File: src/rtl/core/stq_pkg.sv
`timescale 1ns / 1ps
`default_nettype none
package stq_pkg;

  localparam int unsigned VALUE_W = 64;
  localparam int unsigned IDX_W   = 10;
  localparam int unsigned LEN_W   = IDX_W + 1;
  localparam int unsigned MSB_W   = 4;

  localparam logic [1:0] OP_MIN = 2'd0;
  localparam logic [1:0] OP_MAX = 2'd1;
  localparam logic [1:0] OP_AND = 2'd2;
  localparam logic [1:0] OP_OR  = 2'd3;

  localparam logic [1:0] ST_OK        = 2'd0;
  localparam logic [1:0] ST_BAD_RANGE = 2'd1;
  localparam logic [1:0] ST_NOT_READY = 2'd2;

  localparam logic MODE_LOAD  = 1'b0;
  localparam logic MODE_QUERY = 1'b1;

  typedef struct packed {
    logic               mode;
    logic [VALUE_W-1:0] value;
    logic               last;
    logic [IDX_W-1:0]   left;
    logic [IDX_W-1:0]   right;
  } in_t;

  typedef struct packed {
    logic [VALUE_W-1:0] result;
    logic [1:0]         status;
  } out_t;

  typedef struct packed {
    logic accept;
    logic build_init;
    logic build_rd;
    logic build_wr;
  } cmd_t;

  typedef struct packed {
    logic need_build;
    logic entry_last;
    logic level_last;
  } sts_t;

  function automatic logic [VALUE_W-1:0] combine(input logic [1:0] op,
                                                 input logic [VALUE_W-1:0] a,
                                                 input logic [VALUE_W-1:0] b);
    logic a_less;
    logic [VALUE_W-1:0] r;
    a_less = $signed(a) < $signed(b);
    unique case (op)
      OP_MIN:  r = a_less ? a : b;
      OP_MAX:  r = a_less ? b : a;
      OP_AND:  r = a & b;
      default: r = a | b;
    endcase
    return r;
  endfunction

endpackage
`default_nettype wire

File: src/rtl/core/stq_ctrl.sv
`timescale 1ns / 1ps
`default_nettype none
module stq_ctrl
  import stq_pkg::*;
(
  input  wire logic clk,
  input  wire logic rst,
  input  wire logic start,
  input  wire sts_t sts,
  output cmd_t      cmd,
  output logic      busy
);
  typedef enum logic [2:0] {
    S_IDLE     = 3'b001,
    S_BUILD_RD = 3'b010,
    S_BUILD_WR = 3'b100
  } state_t;

  state_t state, state_next;

  always_ff @(posedge clk) begin
    if (rst) begin
      state <= S_IDLE;
    end else begin
      state <= state_next;
    end
  end

  always_comb begin
    state_next     = state;
    cmd            = '0;
    unique case (state)
      S_IDLE: begin
        cmd.accept     = start;
        cmd.build_init = start && sts.need_build;
        if (start && sts.need_build) begin
          state_next = S_BUILD_RD;
        end
      end
      S_BUILD_RD: begin
        cmd.build_rd = 1'b1;
        state_next   = S_BUILD_WR;
      end
      S_BUILD_WR: begin
        cmd.build_wr = 1'b1;
        state_next   = (sts.entry_last && sts.level_last) ? S_IDLE : S_BUILD_RD;
      end
      default: state_next = S_IDLE;
    endcase
  end

  assign busy = (state != S_IDLE);
endmodule
`default_nettype wire

File: config.mk
export PLATFORM = sky130hd
export DESIGN_NAME = stq_ctrl
export DESIGN_NICKNAME = d
export VERILOG_FILES = /design/src/rtl/core/stq_pkg.sv /design/src/rtl/core/stq_ctrl.sv
export SDC_FILE = /design/constraint.sdc
export NUM_CORES = 1
export LEC_CHECK = 0
export BUFFER_PORTS_ARGS = -buffer_cell sky130_fd_sc_hd__buf_2
export CAP_MARGIN = 0
export CORE_AREA = 2 2 39 41
export CTS_BUF_LIST = sky130_fd_sc_hd__clkbuf_4 sky130_fd_sc_hd__clkbuf_8
export DETAILED_ROUTE_END_ITERATION = 16
export DIE_AREA = 0 0 41 43
export PLACE_DENSITY = 0.33
export SLEW_MARGIN = 10
export SYNTH_ARGS = -nofsm -noshare
export SYNTH_HDL_FRONTEND = slang
export SYNTH_SLANG_ARGS = --single-unit
File: constraint.sdc
create_clock -name clk -period 1.2 [get_ports clk]
set_clock_uncertainty 0.15 [all_clocks]
set_input_delay 0.36 -clock clk [delete_from_list [all_inputs] [get_ports clk]]
set_output_delay 0.36 -clock clk [all_outputs]
set_load 0.1 [all_outputs]
==> impl_metrics.py, run 1 <==
metrics = {
    "clock_tree": {
        "cts_tree": "done",
        "cts_root_buf": "clkbuf_4",
        "numCtsBuffers": 3,
        "clk_latency_ps": 230,
        "clkSinkCount": 3,
        "clk_path_buf_depth": 2,
        "htreeDepth": 1,
        "cts_hold_buf": 0,
        "clk_pin_slew_ps": 40,
    },
    "finish": {
        "antennaDiodeCount": 0,
        "top_register": "state",
        "fill_cells": 143,
        "reg_top3": "state: 3 flops",
        "design_area_um2": 453,
        "fin_util_pct": 32.7,
        "fin_nets": 43,
        "drive_gt1_share_pct": 88.9,
        "syn2layout_area_growth_pct": 178,
        "largest_reg_flops": 3,
        "final_cells": 52,
    },
    "sta": {
        "hold_viol": 0,
        "totalNegativeSetupSlack_ps": -2780,
        "final-max-slew-violation-count": 0,
        "fin_ws_ps": -563,
        "setup_violations": 8,
        "finalCritPeriodShare_pct": 147,
        "min_period_ps": 1760,
        "worstMarginPinSlew_ps": 233,
        "rsz0062_at_grt": "true",
        "slew-limit-headroom_pct": 84.5,
        "timing.fmax_mhz": 567,
    },
    "routing": {
        "drt-total-wl_um": 425,
        "first_iter_violations": 0,
        "post_drt_wl_per_cell_um": 8.17,
        "antenna_left": 0,
        "viasPerCell": 3.44,
        "vias": 179,
        "drc": 0,
        "dr.pass1.iters": 1,
    },
    "critical_path": {
        "cp_num_buf_inv": 2,
        "cp.arrival_ps": 1250,
        "endpoint": "cmd[2]",
        "path_max_fanout": 2,
        "r2r-start": "state[1]",
        "critPathTopFamily": "buffers and inverters",
        "slowest_stage": "dfxtp_4",
        "critPathRequiredTime_ps": 690,
        "slowest_delay_ps": 340,
        "worstSetupPathDepth": 4,
        "rr_worst_depth": 5,
        "cp-start-kind": "register",
        "r2r_end": "state[0]",
        "crit_start": "state[2]",
        "end_kind": "primary output",
        "path_cells": "nor3b_4 > bufinv_8 > nor2_4 > buf_12",
        "ff2ff_setup_slack_ps": -160,
        "crit_type": "register to primary output",
    },
    "synthesis": {
        "synth_area_leader_cell": "dfxtp_1",
        "ys_ff_latch": 3,
        "ys_warn_count": 0,
        "synth_fp_nets": 21,
        "syn-cell-area_um2": 163,
        "synthCells": 15,
        "avgSynthCellArea_um2": 10.8,
        "synthTopCellsByArea": "dfxtp_1 37%, nor3b_2 15%, nor3b_4 12%",
        "ys_types": 11,
        "yosys.area.top_type_share_pct": 36.9,
        "synth.yosys.seq_area_share_pct": 36.9,
    },
    "grt": {
        "grt_pass1_wl_um": 710,
        "grt_overflow": 0,
        "grt_pass1_vias": 190,
        "antenna_found_initial": 0,
        "grt_max_degree": 5,
        "grt_use_total_pct": 6.82,
    },
    "power": {
        "combPwrFrac_pct": 62.1,
        "power.density_mw_per_mm2": 1950,
        "swShare_pct": 41.2,
        "p_switching_uw": 365,
        "cellLeakagePower_uw": 0.000195,
        "peakVddDrop_uv": 669,
        "p_seq_share_pct": 15.4,
        "p_int_uw": 520,
        "clkPwrFrac_pct": 22.6,
    },
    "outcome": {
        "violations": "setup timing",
        "outcome": "complete, but fails checks",
    },
    "die": {
        "die_width_um": 41,
        "die_y_um": 43,
        "ios": 11,
        "core_mm2": 0.00138,
        "die_area_mm2": 0.00176,
        "start_util_pct": 11.8,
        "fp-row-count": 14,
    },
    "placed_design": {
        "placed_cell_area_um2": 400,
        "pre_cts_ws_ps": -326,
        "gp_congestion": 0.629,
        "port_buffers": 10,
        "place_inst": 47,
    },
    "min_path": {
        "hold_path_class": "primary input to register",
    },
    "flow_run": {
        "drv_cap": 0,
    },
}
-- power by group through the flow --
stage	combinational [uW]	sequential, uW	clock, uW
floorplan	337	148	0
global placement	541	134	0
detailed placement	543	135	0
CTS	554	136	213
global route	569	138	224
finish	549	136	200
-- worst min path at each step --
stage	from	end	slack [ps]	depth (start not counted)
floorplan	rst	state[0]	310	2
global placement	rst	state[0]	420	3
detailed placement	rst	state[0]	420	3
CTS	rst	state[0]	180	3
global route	rst	state[0]	190	3
finish	rst	state[0]	180	3
-- metal layers --
layer  routed length (um)  GRT usage, %
met3                   25          3.66
met2                  250          9.69
met4                    0          8.00
met5                    0             0
met1                  148          5.77
-- placed cells by master (no fill, tap or decap) --
cell	netlist	final
bufinv_8	0	1
o21a_1	1	1
buf_12	0	5
nand2_1	1	1
a21boi_4	0	1
buf_4	0	5
nor3b_4	1	3
and2_4	0	1
buf_6	0	2
dfxtp_4	0	3
and2_1	2	1
nor2_4	0	1
a21oi_2	1	1
buf_2	0	5
o31ai_1	1	1
clkbuf_4	0	4
-- area by class of cell --
class                      count  area (um2)  share of cell area (%)
timing repair buffer          17         185                    40.9
multi-input combinational     11         129                    28.5
tap                           16        20.0                    4.42
inverter                       1        17.5                    3.87
sequential                     3        71.3                    15.7
clock buffer                   4        30.0                    6.63
-- synth_stat cells, drive strengths merged --
master  number
inv          1
nor2         1
nand2        1
o31ai        1
and2         2
a21boi       1
nor3b        3
o21a         1
dfxtp        3
a21oi        1
-- metrics by stage --
stage	hold slack, ps	power, uW
finish	185	885
floorplan	309	485
CTS	175	903
detailed placement	425	678
global route	188	931
global placement	420	675
-- worst reg2reg max path, stage by stage (launching register included) --
cell and delay [ps]:
dfxtp_4 340, buf_6 120, nor3b_4 230, buf_4 150, a21boi_4 170, o31ai_1 80
-- cell families after synthesis --
group                  share of synthesized area (%)
AOI/OAI and AO/OA                               21.5
buffers and inverters                           2.31
and+or+nand+nor                                 39.2
DFF                                             36.9
-- what timing repair did --
item | in CTS | in global routing
buffers inserted | 0 | 1
gates resized for setup | 3 | 0
endpoints found under the setup margin | 8 | 8
pin swaps | 2 | 1
Power figures use the tool's default switching activity.
==> inputs of run 2 (changes only) <==
==> constraint.sdc (replaced) <==
create_clock -name clk -period 1.5 [get_ports clk]
set_clock_uncertainty 0.15 [all_clocks]
set_input_delay 0.45 -clock clk [delete_from_list [all_inputs] [get_ports clk]]
set_output_delay 0.45 -clock clk [all_outputs]
set_load 0.01 [all_outputs]
==> impl_metrics.py, run 2 (same netlist as run 1, synthesis figures left out) <==
metrics = {
    "routing": {
        "drc": 0,
        "first_iter_violations": 1,
        "dr.pass1.iters": 3,
        "viasPerCell": 3.67,
        "post_drt_wl_per_cell_um": 8.41,
        "drt-total-wl_um": 429,
        "vias": 187,
        "antenna_left": 0,
    },
    "critical_path": {
        "critPathRequiredTime_ps": 900,
        "cp.arrival_ps": 1130,
        "rr_worst_depth": 4,
        "r2r_end": "state[2]",
        "path_max_fanout": 4,
        "crit_type": "register to primary output",
        "cp-start-kind": "register",
        "ff2ff_setup_slack_ps": 260,
        "end_kind": "primary output",
        "endpoint": "cmd[3]",
        "crit_start": "state[1]",
        "r2r-start": "state[1]",
    },
    "grt": {
        "antenna_found_initial": 0,
        "grt_pass1_wl_um": 662,
        "grt_pass1_vias": 180,
        "grt_use_total_pct": 6.02,
        "grt_overflow": 0,
        "grt_max_degree": 6,
    },
    "power": {
        "cellLeakagePower_uw": 0.000153,
        "p_switching_uw": 126,
        "combPwrFrac_pct": 39.1,
        "swShare_pct": 28.8,
        "p_seq_share_pct": 24.1,
        "clkPwrFrac_pct": 36.7,
        "peakVddDrop_uv": 397,
        "power_uw": 437,
        "p_int_uw": 311,
        "power.density_mw_per_mm2": 1370,
    },
    "min_path": {
        "hold_path_class": "primary input to register",
    },
    "sta": {
        "min_period_ps": 1730,
        "rsz0062_at_grt": "true",
        "final-max-slew-violation-count": 0,
        "slew-limit-headroom_pct": 82.1,
        "worstMarginPinSlew_ps": 268,
        "timing.fmax_mhz": 577,
        "hold_viol": 0,
        "finalCritPeriodShare_pct": 116,
        "fin_ws_ps": -234,
        "setup_violations": 5,
    },
    "die": {
        "die_area_mm2": 0.00176,
        "start_util_pct": 11.8,
        "die_width_um": 41,
        "fp-row-count": 14,
        "die_y_um": 43,
        "ios": 11,
        "core_mm2": 0.00138,
    },
    "finish": {
        "design_area_um2": 319,
        "fin_nets": 42,
        "drive_gt1_share_pct": 82.9,
        "antennaDiodeCount": 0,
        "largest_reg_flops": 3,
        "final_cells": 51,
        "syn2layout_area_growth_pct": 96.2,
        "fin_util_pct": 23.1,
        "final_common_cell": "buf_2",
        "mostFrequentLayoutCells": "10 x buf_2, 6 x buf_4, 4 x clkbuf_4",
        "top_register": "state",
        "reg_top3": "state: 3 flops",
    },
    "clock_tree": {
        "cts_tree": "done",
        "clk_path_buf_depth": 2,
        "clk_pin_slew_ps": 40,
        "cts_hold_buf": 0,
        "clkSinkCount": 3,
        "cts_root_buf": "clkbuf_4",
        "numCtsBuffers": 3,
        "clk_latency_ps": 230,
        "htreeDepth": 1,
    },
    "placed_design": {
        "port_buffers": 10,
        "gp_congestion": 0.531,
        "placed_cell_area_um2": 248,
        "place_hpwl_um": 307,
        "place_inst": 43,
    },
    "outcome": {
        "violations": "setup timing",
        "outcome": "complete, but fails checks",
    },
    "flow_run": {
        "drv_cap": 0,
    },
}
-- run 2: worst max-delay path, cell delays in order, from the launching register on --
cell and delay (ps):
dfxtp_2 320, nor3b_4 290, and2_1 170, buf_2 120
-- run 2: area by class of cell --
| cell class | count | area (um2) |
|---|---|---|
| Clock buffer | 4 | 30.0 |
| Fill cell | 160 | 1060 |
| Inverter | 1 | 3.75 |
| Multi-Input combinational cell | 11 | 108 |
| Sequential cell | 3 | 62.6 |
| Tap cell | 16 | 20.0 |
| Timing Repair Buffer | 16 | 95.1 |
-- run 2: timing repair --
item	CTS	global route
endpoints found under the hold margin	0	0
pin swaps	4	0
resized for setup	2	2
setup buffers	2	2
endpoints found under the setup margin	5	5
-- run 2: how the worst min path moves through the flow --
stage          startpoint  cells past startpoint       end  slack (ps)
6_report              rst                      3  state[0]         280
5_1_grt               rst                      3  state[0]         290
4_1_cts               rst                      3  state[0]         280
3_5_place_dp     state[2]                      2  state[1]         510
3_3_place_gp     state[0]                      3  state[2]         510
2_1_floorplan         rst                      2  state[0]         400
-- run 2: metal layers --
metal / routed length, um / global-route usage [%] / vias to the layer above
li1: - / - / 92
met1: 162 / 6.09 / 81
met2: 199 / 9.06 / 12
met3: 49 / 1.57 / 2
met4: 19 / 6.00 / 0
met5: 0 / 0 / -
-- run 2: power groups by stage --
stage | clock [uW] | sequential, uW | combinational, uW
3_3_place_gp | 0 | 105 | 118
6_report | 160 | 105 | 171
3_5_place_dp | 0 | 106 | 119
5_1_grt | 174 | 106 | 184
2_1_floorplan | 0 | 107 | 70.1
4_1_cts | 165 | 103 | 140
-- run 2: metrics by stage --
stage | TNS, ps | hold WS [ps] | setup WS, ps
finish | -891 | 277 | -234
global route | -1180 | 292 | -286
CTS | -994 | 279 | -262
detailed placement | -35.1 | 513 | -18.8
global placement | -8.98 | 506 | -8.98
floorplan | 0 | 399 | 0.352
==> inputs of run 3 (changes only) <==
PLACE_DENSITY = default   (was 0.33)
PLACE_DENSITY_LB_ADDON = 0.3   (was default)
==> impl_metrics.py, run 3 (same netlist as run 1, synthesis figures left out) <==
metrics = {
    "placed_design": {
        "place_hpwl_um": 307,
        "placed_cell_area_um2": 263,
        "port_buffers": 10,
        "pre_cts_ws_ps": 17.5,
        "gp_congestion": 0.624,
        "place_inst": 45,
    },
    "sta": {
        "final-max-slew-violation-count": 0,
        "hold_viol": 0,
        "slew-limit-headroom_pct": 84.9,
        "min_period_ps": 1690,
        "rsz0062_at_grt": "true",
        "worstMarginPinSlew_ps": 226,
        "fin_ws_ps": -189,
        "totalNegativeSetupSlack_ps": -761,
        "timing.fmax_mhz": 592,
        "finalCritPeriodShare_pct": 113,
        "setup_violations": 5,
    },
    "critical_path": {
        "cp.arrival_ps": 1090,
        "critPathRequiredTime_ps": 900,
        "end_kind": "primary output",
        "slowest_delay_ps": 320,
        "ff2ff_setup_slack_ps": 200,
        "path_max_fanout": 4,
        "cp_num_buf_inv": 1,
        "crit_type": "register to primary output",
        "slowest_stage": "dfxtp_2",
        "cp-start-kind": "register",
        "critPathTopFamily": "simple AND/OR/NAND/NOR gates",
        "path_cells": "nor3b_4 > and2_1 > buf_2",
    },
    "finish": {
        "design_area_um2": 345,
        "fill_cells": 151,
        "syn2layout_area_growth_pct": 112,
        "antennaDiodeCount": 0,
        "final_cells": 53,
        "drive_gt1_share_pct": 83.8,
        "top_register": "state",
        "regArea_um2": 63.8,
        "fin_nets": 44,
        "multi_input_area_um2": 111,
        "largest_reg_flops": 3,
        "reg_top3": "state: 3 flops",
        "fin_util_pct": 25.0,
        "mostFrequentLayoutCells": "9 x buf_2, 8 x buf_4, 4 x clkbuf_4",
        "final_common_cell": "buf_2",
    },
    "die": {
        "die_width_um": 41,
        "fp-row-count": 14,
        "die_area_mm2": 0.00176,
        "start_util_pct": 11.8,
        "die_y_um": 43,
        "ios": 11,
        "core_mm2": 0.00138,
    },
    "min_path": {
        "hold_path_class": "primary input to register",
    },
    "grt": {
        "grt_pass1_vias": 184,
        "antenna_found_initial": 0,
        "grt_pass1_wl_um": 641,
        "grt_max_degree": 5,
        "grt_use_total_pct": 6.11,
        "grt_overflow": 0,
    },
    "routing": {
        "drt-total-wl_um": 440,
        "drc": 0,
        "maxUsedRoutingLayer": "met3",
        "first_iter_violations": 0,
        "wl_met3_um": 62,
        "post_drt_wl_per_cell_um": 8.30,
        "vias": 183,
        "viasPerCell": 3.45,
        "antenna_left": 0,
        "dr.pass1.iters": 1,
        "wl_met1_um": 156,
        "met2_length_um": 221,
    },
    "clock_tree": {
        "clk_pin_slew_ps": 40,
        "clkSinkCount": 3,
        "htreeDepth": 1,
        "clk_path_buf_depth": 2,
        "cts_tree": "done",
        "cts_root_buf": "clkbuf_4",
        "numCtsBuffers": 3,
        "clk_latency_ps": 230,
        "cts_hold_buf": 0,
    },
    "outcome": {
        "violations": "setup timing",
        "outcome": "complete, but fails checks",
    },
    "power": {
        "power.density_mw_per_mm2": 1360,
        "cellLeakagePower_uw": 0.000168,
        "peakVddDrop_uv": 395,
    },
    "flow_run": {
        "drv_cap": 0,
    },
}
[run 3: worst paths after layout]
| path | depth (start not counted) | to | from |
|---|---|---|---|
| worst max-delay path | 3 | cmd[3] | state[1] |
| worst min-delay path | 3 | state[0] | rst |
| worst max register to register | 5 | state[0] | state[1] |
| worst min register to register | 4 | state[0] | state[2] |
[run 3: layout make-up]
type,count,area share [%]
Timing Repair Buffer,18,33.7
Multi-Input combinational cell,11,32.2
Sequential cell,3,18.5
Clock buffer,4,8.70
Tap cell,16,5.80
Inverter,1,1.09
[run 3: per-stage QoR]
stage | total power, uW | hold WS (ps)
6_report | 468 | 278
3_3_place_gp | 240 | 509
3_5_place_dp | 240 | 516
5_1_grt | 502 | 282
4_1_cts | 464 | 271
2_1_floorplan | 178 | 399
[run 3: power by group]
| group | switching [uW] | total, uW | internal (uW) | leakage, uW |
|---|---|---|---|---|
| clock | 42.7 | 160 | 118 | 0.0000184 |
| sequential | 9.67 | 106 | 95.9 | 0.0000251 |
| combinational | 79.5 | 202 | 123 | 0.000124 |
| total | 132 | 468 | 336 | 0.000168 |
[run 3: timing repair]
item | in CTS | in global routing
pin swaps | 4 | 1
resized for setup | 3 | 3
endpoints found under the hold margin | 0 | 0
buffers inserted | 4 | 0
endpoints found under the setup margin | 5 | 5
[run 3: worst min-delay path, stage by stage]
cell	delay (ps)
buf_2	80
a21oi_2	40
o31ai_1	50
[run 3: routing by layer]
metal	vias up	GRT usage [%]
met1	77	5.41
li1	95	-
met5	-	0
met3	0	3.14
met2	11	9.06
met4	0	6.00
